**src/rtl/assert_macros.svh**
```systemverilog
// assertion macros shared by the rtl
`ifndef ASSERT_MACROS_SVH
`define ASSERT_MACROS_SVH
`ifndef SYNTH
`define ASSERT_IMPL(lbl, clk, rst, prop) \
  lbl: assert property (@(posedge clk) disable iff (rst) prop) else $error("assertion failed");
`define ASSERT_NEVER(lbl, clk, rst, cond) \
  lbl: assert property (@(posedge clk) disable iff (rst) !(cond)) else $error("forbidden condition");
`else
`define ASSERT_IMPL(lbl, clk, rst, prop)
`define ASSERT_NEVER(lbl, clk, rst, cond)
`endif
`endif

```
**src/rtl/bmm_pkg.sv**
```systemverilog
package bmm_pkg;
  localparam int DefMaxLeft  = 64;
  localparam int DefMaxRight = 64;
  localparam int RowW        = 64;
  localparam int RcW         = 7;
  localparam int MatchW      = 7;
  localparam int IndW        = 8;

  typedef struct packed {
    logic [RowW-1:0] row_bits;
    logic            last_row;
  } in_item_t;

  typedef struct packed {
    logic [MatchW-1:0] match_count;
    logic [IndW-1:0]   independent_count;
    logic              overflow;
  } out_item_t;

  typedef enum logic [3:0] {
    S_IDLE, S_CLR, S_START, S_RD, S_WAIT, S_SCAN, S_PUSH, S_POP, S_UNRD, S_UNWIND, S_DONE
  } bk_state_t;
endpackage

```
**src/rtl/bmm_if.sv**
```systemverilog
interface bmm_in_if;
  import bmm_pkg::*;
  logic     valid;
  logic     ready;
  in_item_t data;
  modport source (output valid, output data, input ready);
  modport sink (input valid, input data, output ready);
endinterface


```
**src/rtl/bmm_front.sv**
```systemverilog
`include "assert_macros.svh"
module bmm_front #(
  parameter int MaxLeft = bmm_pkg::DefMaxLeft
) (
  input  logic                           clk,
  input  logic                           rst,
  bmm_in_if.sink                         in_ch,
  output logic                           row_we,
  output logic [$clog2(MaxLeft)-1:0]     row_addr,
  output logic [bmm_pkg::RowW-1:0]       row_data,
  // job queue toward the back part: row count and overflow
  output logic                           job_valid,
  input  logic                           job_ready,
  output logic [$clog2(MaxLeft+1)-1:0]   job_rows,
  output logic                           job_ovf
);
  import bmm_pkg::*;
  localparam int CntW = $clog2(MaxLeft+1);

  logic [CntW-1:0] rows;
  logic            ovf;
  logic            acc;
  logic            full;

  assign full        = (rows == CntW'(MaxLeft));
  assign in_ch.ready = !job_valid;
  assign acc         = in_ch.valid && in_ch.ready;
  assign row_we      = acc && !full;
  assign row_addr    = rows[$clog2(MaxLeft)-1:0];
  assign row_data    = in_ch.data.row_bits;

  // count rows, hand one job per last row
  always_ff @(posedge clk) begin
    if (rst) begin
      rows      <= '0;
      ovf       <= 1'b0;
      job_valid <= 1'b0;
    end else begin
      if (job_valid && job_ready) begin
        job_valid <= 1'b0;
      end
      if (acc) begin
        if (in_ch.data.last_row) begin
          job_valid <= 1'b1;
          job_rows  <= full ? rows : rows + CntW'(1);
          job_ovf   <= ovf || full;
          rows      <= '0;
          ovf       <= 1'b0;
        end else if (full) begin
          ovf <= 1'b1;
        end else begin
          rows <= rows + CntW'(1);
        end
      end
    end
  end

  `ASSERT_NEVER(a_rows_bound, clk, rst, rows > CntW'(MaxLeft))
  `ASSERT_IMPL(a_job_hold, clk, rst, job_valid && !job_ready |=> job_valid)
  `ASSERT_NEVER(a_no_acc_busy, clk, rst, acc && job_valid)
endmodule

```
**src/flat_wrapper.sv**
```systemverilog
// flat-port wrapper written by rule: the top's interface ports become plain ports
module bmm_front_flat import bmm_pkg::*;
#(
  parameter int MaxLeft = bmm_pkg::DefMaxLeft
)
  (clk, rst, row_we, row_addr, row_data, job_valid, job_ready, job_rows, job_ovf, in_ch_valid, in_ch_data, in_ch_ready);
  bmm_in_if in_ch_i ();
  input  logic clk;
  input  logic rst;
  output logic row_we;
  output logic [$clog2(MaxLeft)-1:0] row_addr;
  output logic [bmm_pkg::RowW-1:0] row_data;
  output logic job_valid;
  input  logic job_ready;
  output logic [$clog2(MaxLeft+1)-1:0] job_rows;
  output logic job_ovf;
  input wire logic [$bits(in_ch_i.valid)-1:0] in_ch_valid;
  input wire logic [$bits(in_ch_i.data)-1:0] in_ch_data;
  output wire logic [$bits(in_ch_i.ready)-1:0] in_ch_ready;
  assign in_ch_i.valid = in_ch_valid;
  assign in_ch_i.data = in_ch_data;
  assign in_ch_ready = in_ch_i.ready;
  bmm_front #(.MaxLeft(MaxLeft)) u_core (.clk(clk), .rst(rst), .in_ch(in_ch_i), .row_we(row_we), .row_addr(row_addr), .row_data(row_data), .job_valid(job_valid), .job_ready(job_ready), .job_rows(job_rows), .job_ovf(job_ovf));
endmodule
```
**config.mk**
```make
export PLATFORM = sky130hd
export DESIGN_NAME = bmm_front_flat
export DESIGN_NICKNAME = d
export VERILOG_FILES = /design/src/rtl/bmm_pkg.sv /design/src/rtl/bmm_if.sv /design/src/rtl/bmm_front.sv /design/src/flat_wrapper.sv
export VERILOG_INCLUDE_DIRS = /design/src /design/src/rtl
export SDC_FILE = /design/constraint.sdc
export NUM_CORES = 1
export LEC_CHECK = 0
export BUFFER_PORTS_ARGS = -buffer_cell sky130_fd_sc_hd__buf_2
export CAP_MARGIN = 20
export CORE_MARGIN = 2
export CORE_UTILIZATION = 34
export CTS_BUF_LIST = sky130_fd_sc_hd__clkbuf_16
export DETAILED_ROUTE_END_ITERATION = 8
export GPL_TIMING_DRIVEN = 0
export MAX_ROUTING_LAYER = met4
export PLACE_DENSITY = 0.76
export SLEW_MARGIN = 5
export SYNTH_ARGS = -nofsm -noshare
export SYNTH_HDL_FRONTEND = slang
export SYNTH_SLANG_ARGS = --single-unit
```
**constraint.sdc**
```tcl
create_clock -name clk -period 2.38 [get_ports clk]
set_clock_uncertainty 0.05 [all_clocks]
set_input_delay 0.357 -clock clk [delete_from_list [all_inputs] [get_ports clk]]
set_output_delay 0.357 -clock clk [all_outputs]
set_load 0.05 [all_outputs]
```
# --- Word level (Yosys, flattened, before mapping) ---
# Index checks and enable logic that the tools add are counted.
totals:
  output_inout_bits: 81
  regBits: 17
  word_cells: 24
op_classes:
  bitwise_logic: 1
  mux: 7
  n_eq_ne: 1
  n_reduce_logical: 9
  addsub: 1
op_table:
  columns: ["operator", "n"]
  rows:
  - ["2-to-1 mux 7 bit", 2]
  - ["adder 7 x 1 -> 7 bit (second input constant)", 1]
  - ["equality test 7 bit (second input constant)", 1]
  - ["2-to-1 mux 1 bit", 5]
  - ["logical AND 1 bit", 3]
  - ["AND reduction 3 bit", 1]
  - ["logical NOT 1 bit", 2]
  - ["AND reduction 2 bit", 1]
  - ["nonzero test 2 bit", 1]
  - ["logical OR 1 bit", 1]
  - ["NOT 1 bit", 1]

# --- Longest topological paths before layout ---
# Gate-level depths: netlist of run 1.
logic_depth:
  word_depth: 4
  mapped_depth: 6
  ltp_nobuf: 6

# --- Least setup slack after synthesis of run 1 ---
# OpenSTA, ideal clock, no wires.
synth_timing:
  kind: "register to output"
  start: "register u_core.rows[0]"
  end: "output row_we"
  path_buffers: 0
  arrival_ps: 1661
  required_time_ps: 1973
  setup_slack_ps: 312
  path_stages_with_launch: 6
  path_cell_list: "dfxtp_1 -> inv_1 -> ha_1 -> or4b_4 -> nor3b_4 -> nor2_1"
synth_between:
  elab_chain_len: 3
synth_lines:
  columns: ["element", "line", "rtl"]
  rows:
  - ["start: declaration", "bmm_front.sv:20", "logic [CntW-1:0] rows;"]
  - ["start signal: assignment", "bmm_front.sv:52", "rows <= rows + CntW'(1);"]
  - ["equality test 7 bit", "bmm_front.sv:25", "assign full = (rows == CntW'(MaxLeft));"]
  - ["logical NOT 1 bit", "bmm_front.sv:28", "assign row_we = acc && !full;"]
  - ["logical AND 1 bit", "bmm_front.sv:28", null]
  - ["end: declaration", "flat_wrapper.sv:10", "output logic row_we;"]
# Every way passes these cells.

# --- Worst setup path after layout of run 1 ---
# Ends and elaborated chain as after synthesis.

==> impl_table.tex, run 1 <==
\begin{tabular}{lr}
\hline
Metric & Value \\
\hline
\multicolumn{2}{l}{\textbf{Floorplan}} \\
\quad Overall die area & 4470 sq um \\
\quad Die extent in x & 66.8 um \\
\quad Number of primary I/O pins & 150 \\
\quad Site Rows & 22 \\
\quad Core Box Area & 3720 sq um \\
\quad Initial standard-cell utilization of the core & 36.1\% \\
\quad Die outline height & 66.8 um \\
\multicolumn{2}{l}{\textbf{Worst setup path}} \\
\quad Arrival time at the worst endpoint & 1880 ps \\
\quad Crit Path Max Fanout & 8 \\
\quad Launching element type of the critical path & flop \\
\quad CP required & 1970 ps \\
\quad Worst path max stage delay & 490 ps \\
\quad WP buf/inv & 2 \\
\quad R2r worst-path depth & 7 \\
\quad Critical register-to-register path startpoint & u\_core.rows[0] \\
\quad Critical path start-end classification & flop to output pin \\
\quad R2r setup slk & 280 ps \\
\quad Highest-delay cell along the critical path & sky130\_fd\_sc\_hd\_\_or4b\_4 \\
\quad Crit path depth & 6 \\
\quad Worst r2r dst & u\_core.rows[2] \\
\quad Top Family by Delay on Critical Path & simple AND/OR/NAND/NOR gates \\
\quad Crit-path cells & inv\_1 > ha\_1 > or4b\_4 > nor3b\_4 > nor2\_1 > buf\_4 \\
\quad Endpoint type of the worst setup path & output pin \\
\multicolumn{2}{l}{\textbf{Routing}} \\
\quad Vias after detailed routing & 1182 \\
\quad Post-DRT Antenna Nets & 0 \\
\quad Mean number of vias per cell & 4.18 \\
\quad DRC violation count after routing & 0 \\
\quad Drt initial violations & 74 \\
\quad Pre-antenna DRT Iters & 4 \\
\quad Total Routed Length & 3310 um \\
\quad Avg WL per Cell & 11.7 um \\
\multicolumn{2}{l}{\textbf{Min path}} \\
\quad Worst hold path depth & 3 \\
\quad Startpoint of the tightest hold check path & job\_ready \\
\quad Sink of the worst hold path & u\_core.job\_valid \\
\quad Worst hold path type & input port to flop \\
\multicolumn{2}{l}{\textbf{Clock network}} \\
\quad CTS sink count & 17 \\
\quad Clock tree from TritonCTS & done \\
\quad Clock tree root buffer cell & sky130\_fd\_sc\_hd\_\_clkbuf\_16 \\
\quad Clock transition at path regs & 50 ps \\
\quad Worst-skew pair later-pin latency & 250 ps \\
\quad Num CTS Buffers & 3 \\
\quad Buffers from clock root to sink, at most & 2 \\
\quad H-Tree Level Count & 1 \\
\multicolumn{2}{l}{\textbf{Cells and area}} \\
\quad Area Growth Syn to Fin & 42.9\% \\
\quad Diodes inserted & 0 \\
\quad Nets & 307 \\
\quad Fraction of layout instances using a drive strength above 1 & 73.2\% \\
\multicolumn{2}{l}{\textbf{Yosys}} \\
\quad Combined area of all synthesized cells & 1340 sq um \\
\quad Cell variety after synth & 32 \\
\quad Post-Syn Nets & 216 \\
\quad Mean area per synthesized cell & 9.26 sq um \\
\quad Warnings from Yosys & 0 \\
\quad Synthesis-stage register bit count & 17 \\
\quad Sequential-to-total area share from yosys stat & 31.3\% \\
\quad Synthesized instance count & 145 \\
\multicolumn{2}{l}{\textbf{Pwr}} \\
\quad Total power divided by cell area & 558 nW/um\^{}2 \\
\quad Static leakage & 1.02 nW \\
\quad Worst vdd ir & 0.275 mV \\
\multicolumn{2}{l}{\textbf{Timing}} \\
\quad Setup repair after global routing missed its margin & no \\
\quad Final period util & 96.1\% \\
\quad Transition at the pin with the smallest max-transition slack & 696 ps \\
\quad Worst hold-check slack & 311 ps \\
\quad Sum of negative setup slack & 0 ps \\
\quad Number of failing hold endpoints at the final stage & 0 \\
\quad Max Slew Vio Count & 0 \\
\quad Min cycle time layout & 2290 ps \\
\quad Setup violators final & 0 \\
\quad Maximum frequency from static timing analysis & 437 MHz \\
\quad Max-slew headroom at the worst pin & 53.4\% \\
\multicolumn{2}{l}{\textbf{Global route}} \\
\quad Total grt overflow & 0 \\
\quad Number of global-route vias before repair & 1065 \\
\quad Global-route wire length before repair & 4730 um \\
\quad Pin count of the biggest net entering global routing & 11 \\
\quad Global-route usage over all layers & 14.6\% \\
\quad Antenna violations before repair & 0 \\
\multicolumn{2}{l}{\textbf{Placement}} \\
\quad Post-DP HPWL & 2770 um \\
\quad Buffers on Ports & 85 \\
\quad Weighted congestion at the end of routability-driven global placement & 0.853 \\
\multicolumn{2}{l}{\textbf{Outcome}} \\
\quad Status & finished, final reports clean \\
\multicolumn{2}{l}{\textbf{Run}} \\
\quad Maximum capacitance violations & 0 \\
\hline
\end{tabular}
==> logic make-up after synthesis <==
| family | Yosys count | share of synthesized area [%] |
|---|---|---|
| adders and majority gates | 2 | 1.86 |
| AOI/OAI and AO/OA | 14 | 7.83 |
| and+or+nand+nor | 29 | 13.4 |
| DFF | 17 | 31.3 |
| xor gates and xnor gates | 6 | 3.91 |
| buffers and inverters | 77 | 41.7 |
==> Yosys cell counts <==
library cell,n,share of area [%]
sky130_fd_sc_hd__a211oi_2,1,0.93
sky130_fd_sc_hd__a21oi_1,2,0.75
sky130_fd_sc_hd__a21oi_2,2,1.3
sky130_fd_sc_hd__a22oi_1,1,0.56
sky130_fd_sc_hd__a31oi_1,4,1.9
sky130_fd_sc_hd__a32o_1,1,0.75
sky130_fd_sc_hd__and2b_1,1,0.56
sky130_fd_sc_hd__and3_1,1,0.47
sky130_fd_sc_hd__and3_2,1,0.56
sky130_fd_sc_hd__buf_4,70,39
sky130_fd_sc_hd__buf_6,1,0.84
sky130_fd_sc_hd__clkbuf_1,1,0.28
sky130_fd_sc_hd__dfxtp_1,9,13
sky130_fd_sc_hd__edfxtp_1,8,18
sky130_fd_sc_hd__ha_1,2,1.9
sky130_fd_sc_hd__inv_1,5,1.4
sky130_fd_sc_hd__nand2_1,4,1.1
sky130_fd_sc_hd__nand2b_1,2,0.93
sky130_fd_sc_hd__nand3_1,4,1.5
sky130_fd_sc_hd__nand3b_1,1,0.56
sky130_fd_sc_hd__nor2_1,7,2.0
sky130_fd_sc_hd__nor3_1,1,0.37
sky130_fd_sc_hd__nor3b_4,1,1.4
sky130_fd_sc_hd__o21ai_0,2,0.75
sky130_fd_sc_hd__o31ai_2,1,0.93
sky130_fd_sc_hd__or2_2,1,0.47
sky130_fd_sc_hd__or3_1,1,0.47
sky130_fd_sc_hd__or4_2,2,1.3
sky130_fd_sc_hd__or4b_2,1,0.75
sky130_fd_sc_hd__or4b_4,1,1.0
sky130_fd_sc_hd__xnor2_1,5,3.3
sky130_fd_sc_hd__xor2_1,1,0.65
==> area by class of cell <==
cell class,count,area [sq um]
plain buffers,72,541
clock buffers,3,75.1
clock inverters,1,3.75
fillers,347,1800
inverters,5,18.8
multi-input cells,51,363
flip-flops and latches,17,422
well taps,48,60.1
repair buffers,86,435
==> where the power goes <==
part	switching, mW	internal (mW)
Combinational	0.290	0.124
Sequential	0.00485	0.312
Clock	0.116	0.224
Total	0.411	0.659
==> worst reg2reg max path: stages, from the launching register on <==
cell and delay, ps:
sky130_fd_sc_hd__dfxtp_2 410, sky130_fd_sc_hd__inv_1 90, sky130_fd_sc_hd__ha_1 210, sky130_fd_sc_hd__or4b_4 220, sky130_fd_sc_hd__nor3b_4 50, sky130_fd_sc_hd__buf_4 180
sky130_fd_sc_hd__or4b_2 640, sky130_fd_sc_hd__a31oi_1 170
==> what timing repair did <==
action                                 CTS  global route
setup endpoints to repair                1             1
setup buffers                            1             0
hold buffers                             0             0
gates resized for setup                  1             1
pin swaps                                1             1
endpoints found under the hold margin    0             0
==> per-layer routing <==
metal / up-vias / global-route usage, % / wire [um]
met5: - / - / 0
met1: 510 / 14.4 / 1020
met2: 72 / 28.7 / 1960
li1: 591 / - / -
met3: 9 / 1.69 / 276
met4: 0 / 6.12 / 53
==> placed cells by master (no fill, tap or decap), types with 2 or more instances in the layout <==
cell type,n
sky130_fd_sc_hd__a21oi_1,2
sky130_fd_sc_hd__a21oi_2,2
sky130_fd_sc_hd__a31oi_1,4
sky130_fd_sc_hd__buf_2,84
sky130_fd_sc_hd__buf_4,72
sky130_fd_sc_hd__clkbuf_16,3
sky130_fd_sc_hd__dfxtp_1,8
sky130_fd_sc_hd__edfxtp_1,8
sky130_fd_sc_hd__ha_1,2
sky130_fd_sc_hd__inv_1,6
sky130_fd_sc_hd__nand2_1,4
sky130_fd_sc_hd__nand2b_1,2
sky130_fd_sc_hd__nand3_1,4
sky130_fd_sc_hd__nor2_1,7
sky130_fd_sc_hd__o21ai_0,2
sky130_fd_sc_hd__or4_2,2
sky130_fd_sc_hd__xnor2_1,5
==> metrics by stage <==
| step | instance area [sq um] | total power, mW | worst slack, ps | util, % | cells |
|---|---|---|---|---|---|
| 4_1_cts | 1920 | 1.08 | 0.105 | 51.6 | 283 |
| 6_report | 1920 | 1.07 | 93.2 | 51.6 | 283 |
| 2_1_floorplan | 1340 | 0.667 | 312 | - | 145 |
| 5_1_grt | 1920 | 1.09 | 15.3 | 51.6 | 283 |
| 3_5_place_dp | 1830 | 0.738 | 70.1 | 49.2 | 278 |
| 3_3_place_gp | 1830 | 0.735 | 116 | 49.2 | 278 |
==> state kept, by name, summed over array words and instances (netlist names) <==
signal,cells
u_core.ovf,1
u_core.job_rows,7
u_core.job_ovf,1
u_core.rows,7
u_core.job_valid,1
==> how the worst max path moves through the flow <==
stage                   start  slack, ps      to
2_1_floorplan  u_core.rows[0]        310  row_we
3_3_place_gp   u_core.rows[0]        120  row_we
3_5_place_dp   u_core.rows[0]         70  row_we
4_1_cts        u_core.rows[0]        0.1  row_we
5_1_grt        u_core.rows[0]         20  row_we
6_report       u_core.rows[0]         90  row_we
Power figures use the tool's default switching activity.
==> run 2: changes to the inputs <==
--- a/config.mk
+++ b/config.mk
@@ -6,7 +6,8 @@
 export SDC_FILE = /design/constraint.sdc
 export NUM_CORES = 1
 export LEC_CHECK = 0
-export BUFFER_PORTS_ARGS = -buffer_cell sky130_fd_sc_hd__buf_2
+export ABC_AREA = 1
+export BUFFER_PORTS_ARGS = -buffer_cell sky130_fd_sc_hd__clkbuf_2
 export CAP_MARGIN = 20
 export CORE_MARGIN = 2
 export CORE_UTILIZATION = 34
@@ -14,7 +15,7 @@
 export DETAILED_ROUTE_END_ITERATION = 8
 export GPL_TIMING_DRIVEN = 0
 export MAX_ROUTING_LAYER = met4
-export PLACE_DENSITY = 0.76
+export PLACE_DENSITY = 0.77
 export SLEW_MARGIN = 5
 export SYNTH_ARGS = -nofsm -noshare
 export SYNTH_HDL_FRONTEND = slang
==> impl_table.tex, run 2 <==
\begin{tabular}{lr}
\hline
Metric & Value \\
\hline
\multicolumn{2}{l}{\textbf{Outcome}} \\
\quad Status & finished, final reports clean \\
\multicolumn{2}{l}{\textbf{Worst setup path}} \\
\quad R2r setup slk & 740 ps (+460 ps) \\
\quad Endpoint type of the worst setup path & output pin \\
\quad Launching element type of the critical path & flop \\
\quad Setup crit start & u\_core.rows[0] \\
\quad R2r worst-path depth & 5 (-2) \\
\quad Critical register-to-register path startpoint & u\_core.job\_valid \\
\quad Critical path start-end classification & flop to output pin \\
\quad CP required & 1970 ps (about the same) \\
\quad Crit Path Max Fanout & 6 (-2) \\
\quad Arrival time at the worst endpoint & 1680 ps (-200 ps) \\
\quad Worst r2r dst & u\_core.job\_rows[5] \\
\multicolumn{2}{l}{\textbf{Yosys}} \\
\quad Warnings from Yosys & 0 (unchanged) \\
\quad Most used flip-flop cell after synthesis & sky130\_fd\_sc\_hd\_\_dfxtp\_1 \\
\quad Fraction of registers with async set or reset after synthesis & 0\% (unchanged) \\
\quad Post-Syn Nets & 232 (+7.4\%) \\
\quad Synthesis-stage register bit count & 17 (unchanged) \\
\quad Combined area of all synthesized cells & 1330 sq um (-1.0\%) \\
\quad Cell variety after synth & 26 (-19\%) \\
\quad Sequential-to-total area share from yosys stat & 31.6\% (+0.32 points) \\
\quad Most frequent cells after synthesis & 70 x sky130\_fd\_sc\_hd\_\_buf\_4, 23 x sky130\_fd\_sc\_hd\_\_nand2\_1, 9 x sky130\_fd\_sc\_hd\_\_dfxtp\_1, 9 x sky130\_fd\_sc\_hd\_\_inv\_1, 8 x sky130\_fd\_sc\_hd\_\_edfxtp\_1 \\
\quad Mean area per synthesized cell & 8.25 sq um (-11\%) \\
\quad Cell with the most instances after synthesis & sky130\_fd\_sc\_hd\_\_buf\_4 \\
\quad Top post-synthesis cells by area & sky130\_fd\_sc\_hd\_\_buf\_4 40\%, sky130\_fd\_sc\_hd\_\_edfxtp\_1 18\%, sky130\_fd\_sc\_hd\_\_dfxtp\_1 14\%, sky130\_fd\_sc\_hd\_\_nand2\_1 6.5\%, sky130\_fd\_sc\_hd\_\_nand2\_2 2.8\% \\
\quad Synthesized instance count & 161 (+11\%) \\
\quad Top cell type's share of synthesized area & 39.5\% (+0.41 points) \\
\quad Number of synthesized flops with an enable pin & 8 (unchanged) \\
\quad Cell type with the highest aggregate area in the netlist & sky130\_fd\_sc\_hd\_\_buf\_4 \\
\multicolumn{2}{l}{\textbf{Timing}} \\
\quad Final period util & 87.5\% (-8.6 points) \\
\quad Sum of negative setup slack & 0 ps (unchanged) \\
\quad Max Slew Vio Count & 0 (unchanged) \\
\quad Number of failing hold endpoints at the final stage & 0 (unchanged) \\
\quad Maximum frequency from static timing analysis & 480 MHz (+9.8\%) \\
\quad Min cycle time layout & 2080 ps (-204 ps) \\
\quad Transition at the pin with the smallest max-transition slack & 603 ps (-93.0 ps) \\
\quad Setup violators final & 0 (unchanged) \\
\quad Setup repair after global routing missed its margin & no \\
\quad Max-slew headroom at the worst pin & 59.6\% (+6.2 points) \\
\multicolumn{2}{l}{\textbf{Cells and area}} \\
\quad Fraction of layout instances using a drive strength above 1 & 69.9\% (-3.3 points) \\
\quad Fin cells & 297 (+4.9\%) \\
\quad \# fillers & 350 (+0.86\%) \\
\quad Nets & 321 (+4.6\%) \\
\quad Largest regs & u\_core.job\_rows x7, u\_core.rows x7 \\
\quad Area Growth Syn to Fin & 42.1\% \\
\quad Most frequent cells in the layout & 84 x sky130\_fd\_sc\_hd\_\_clkbuf\_2, 70 x sky130\_fd\_sc\_hd\_\_buf\_4, 23 x sky130\_fd\_sc\_hd\_\_nand2\_1 \\
\quad Diodes inserted & 0 (unchanged) \\
\quad Core occupancy in the finished layout & 50.8\% (-0.81 points) \\
\quad Leading cell type in the layout, fill and taps excluded & sky130\_fd\_sc\_hd\_\_clkbuf\_2 \\
\multicolumn{2}{l}{\textbf{Global route}} \\
\quad Total grt overflow & 0 (unchanged) \\
\quad Global-route usage over all layers & 13.2\% (-1.5 points) \\
\quad Antenna violations before repair & 0 (unchanged) \\
\quad Global-route wire length before repair & 4220 um (-11\%) \\
\quad Pin count of the biggest net entering global routing & 11 (unchanged) \\
\quad Number of global-route vias before repair & 972 (-8.7\%) \\
\multicolumn{2}{l}{\textbf{Clock network}} \\
\quad CTS sink count & 17 (unchanged) \\
\quad \# hold bufs at CTS & 0 (unchanged) \\
\quad Worst-skew pair later-pin latency & 250 ps (about the same) \\
\quad Clock tree from TritonCTS & done \\
\quad Post-CTS setup repair buffer count & 0 (-1) \\
\quad Clock tree root buffer cell & sky130\_fd\_sc\_hd\_\_clkbuf\_16 \\
\quad Buffers from clock root to sink, at most & 2 (unchanged) \\
\quad Clock transition at path regs & 50 ps (about the same) \\
\quad Count of cells resized by post-cts repair & 0 (-1) \\
\quad H-Tree Level Count & 1 (unchanged) \\
\quad Num CTS Buffers & 3 (unchanged) \\
\multicolumn{2}{l}{\textbf{Pwr}} \\
\quad Static leakage & 1.04 nW (+1.2\%) \\
\quad Total power divided by cell area & 558 nW/um\^{}2 (about the same) \\
\quad Part of the power in the clock network & 31.2\% (-0.5 points) \\
\quad Cell-internal power & 0.653 mW (-0.95\%) \\
\quad Sequential Power Share & 30.1\% (+0.5 points) \\
\quad Worst vdd ir & 0.224 mV (-19\%) \\
\quad Proportion of power drawn by combinational gates & 38.7\% (about the same) \\
\quad Sw Pwr & 0.401 mW (-2.5\%) \\
\quad Switch share & 38.0\% (-0.37 points) \\
\multicolumn{2}{l}{\textbf{Placement}} \\
\quad Buffers on Ports & 84 (-1.2\%) \\
\quad Post-DP HPWL & 2620 um (-5.1\%) \\
\quad Weighted congestion at the end of routability-driven global placement & 0.865 (+1.4\%) \\
\quad Placed Cells incl. Taps & 293 (+5.4\%) \\
\multicolumn{2}{l}{\textbf{Floorplan}} \\
\quad Site Rows & 22 (unchanged) \\
\quad Core Box Area & 3720 sq um (unchanged) \\
\quad Initial standard-cell utilization of the core & 35.8\% (-0.37 points) \\
\quad Overall die area & 4420 sq um (-0.97\%) \\
\quad Number of primary I/O pins & 150 (unchanged) \\
\quad Die extent in x & 66.5 um (-0.49\%) \\
\quad Die outline height & 66.5 um (-0.49\%) \\
\multicolumn{2}{l}{\textbf{Run}} \\
\quad Maximum capacitance violations & 0 (unchanged) \\
\multicolumn{2}{l}{\textbf{Min path}} \\
\quad Sink of the worst hold path & u\_core.job\_valid \\
\quad Worst hold path depth & 2 (-1) \\
\quad Worst hold path type & input port to flop \\
\quad Startpoint of the tightest hold check path & job\_ready \\
\multicolumn{2}{l}{\textbf{Routing}} \\
\quad Pre-antenna DRT Iters & 4 (unchanged) \\
\quad Drt initial violations & 40 (-46\%) \\
\quad Total Routed Length & 3020 um (-8.8\%) \\
\quad Post-DRT Antenna Nets & 0 (unchanged) \\
\quad DRC violation count after routing & 0 (unchanged) \\
\quad Mean number of vias per cell & 3.98 (-4.6\%) \\
\quad Vias after detailed routing & 1183 (+0.085\%) \\
\quad Avg WL per Cell & 10.2 um (-13\%) \\
\hline
\end{tabular}
run 2: cell types whose count changed after synthesis, sizes merged, moves of 2 or more:
cell / change
a31oi: -4
and3: -2
nor2: +2
inv: +6
xnor2: -4
nand2: +25
nand2b: -2
a21oi: +4
or4b: -2
or4: -2
run 2: layout make-up:
class	instances	area, sq um	area share, %
Buffer	71	529	28.0
Clock buffer	3	75.1	3.98
Clock inverter	1	3.75	0.199
Inverter	12	46.3	2.45
Multi-Input combinational cell	61	333	17.6
Sequential cell	17	420	22.3
Tap cell	48	60.1	3.18
Timing Repair Buffer	84	420	22.3
run 2: worst max path at each step:
stage	end	depth (start not counted)
2_1_floorplan	row_we	3
3_3_place_gp	row_we	8
3_5_place_dp	row_we	8
4_1_cts	row_we	8
5_1_grt	row_we	8
6_report	row_we	8
run 2: metrics by stage:
stage	instance area, sq um	total power [mW]	hold WS (ps)	worst slack [ps]
after detailed placement	1810	0.733	423	568
after global placement	1810	0.731	420	603
final	1890	1.05	266	297
after floorplan	1330	0.666	395	319
after global routing	1890	1.09	272	155
after CTS	1890	1.07	265	293
run 2: logic make-up (layout without fill, tap and decap cells):
family | Yosys count | after routing | synth area share [%]
buffers and inverters | 83 | 171 | 43.3
AND/OR/NAND/NOR | 46 | 46 | 16.9
flip-flops | 17 | 17 | 31.6
AO/OA/AOI/OAI | 12 | 12 | 5.65
adder cells (fa/ha/maj) | 2 | 2 | 1.88
XOR/XNOR | 1 | 1 | 0.659
run 2: critical path, stage by stage (launching register included):
cell                       delay, ps
sky130_fd_sc_hd__dfxtp_1         430
sky130_fd_sc_hd__inv_1            90
sky130_fd_sc_hd__ha_1            220
sky130_fd_sc_hd__inv_1            50
sky130_fd_sc_hd__nor2_1           40
sky130_fd_sc_hd__nand3_2         130
sky130_fd_sc_hd__inv_1            70
sky130_fd_sc_hd__nor2_1          110
sky130_fd_sc_hd__clkbuf_2        290
run 2: per-layer routing:
metal / vias to the layer above / GRT usage [%] / wire [um]
met5: - / - / 0
met4: 0 / 8.42 / 70
met3: 5 / 0.845 / 223
met2: 70 / 24.3 / 1710
met1: 497 / 13.5 / 1010
li1: 611 / - / -
run 2: power groups by stage:
| stage | registers (mW) | logic [mW] | clock network, mW |
|---|---|---|---|
| after floorplan | 0.339 | 0.327 | 0 |
| after global placement | 0.322 | 0.409 | 0 |
| after detailed placement | 0.322 | 0.411 | 0 |
| after CTS | 0.317 | 0.411 | 0.338 |
| after global routing | 0.317 | 0.425 | 0.352 |
| final | 0.317 | 0.408 | 0.329 |
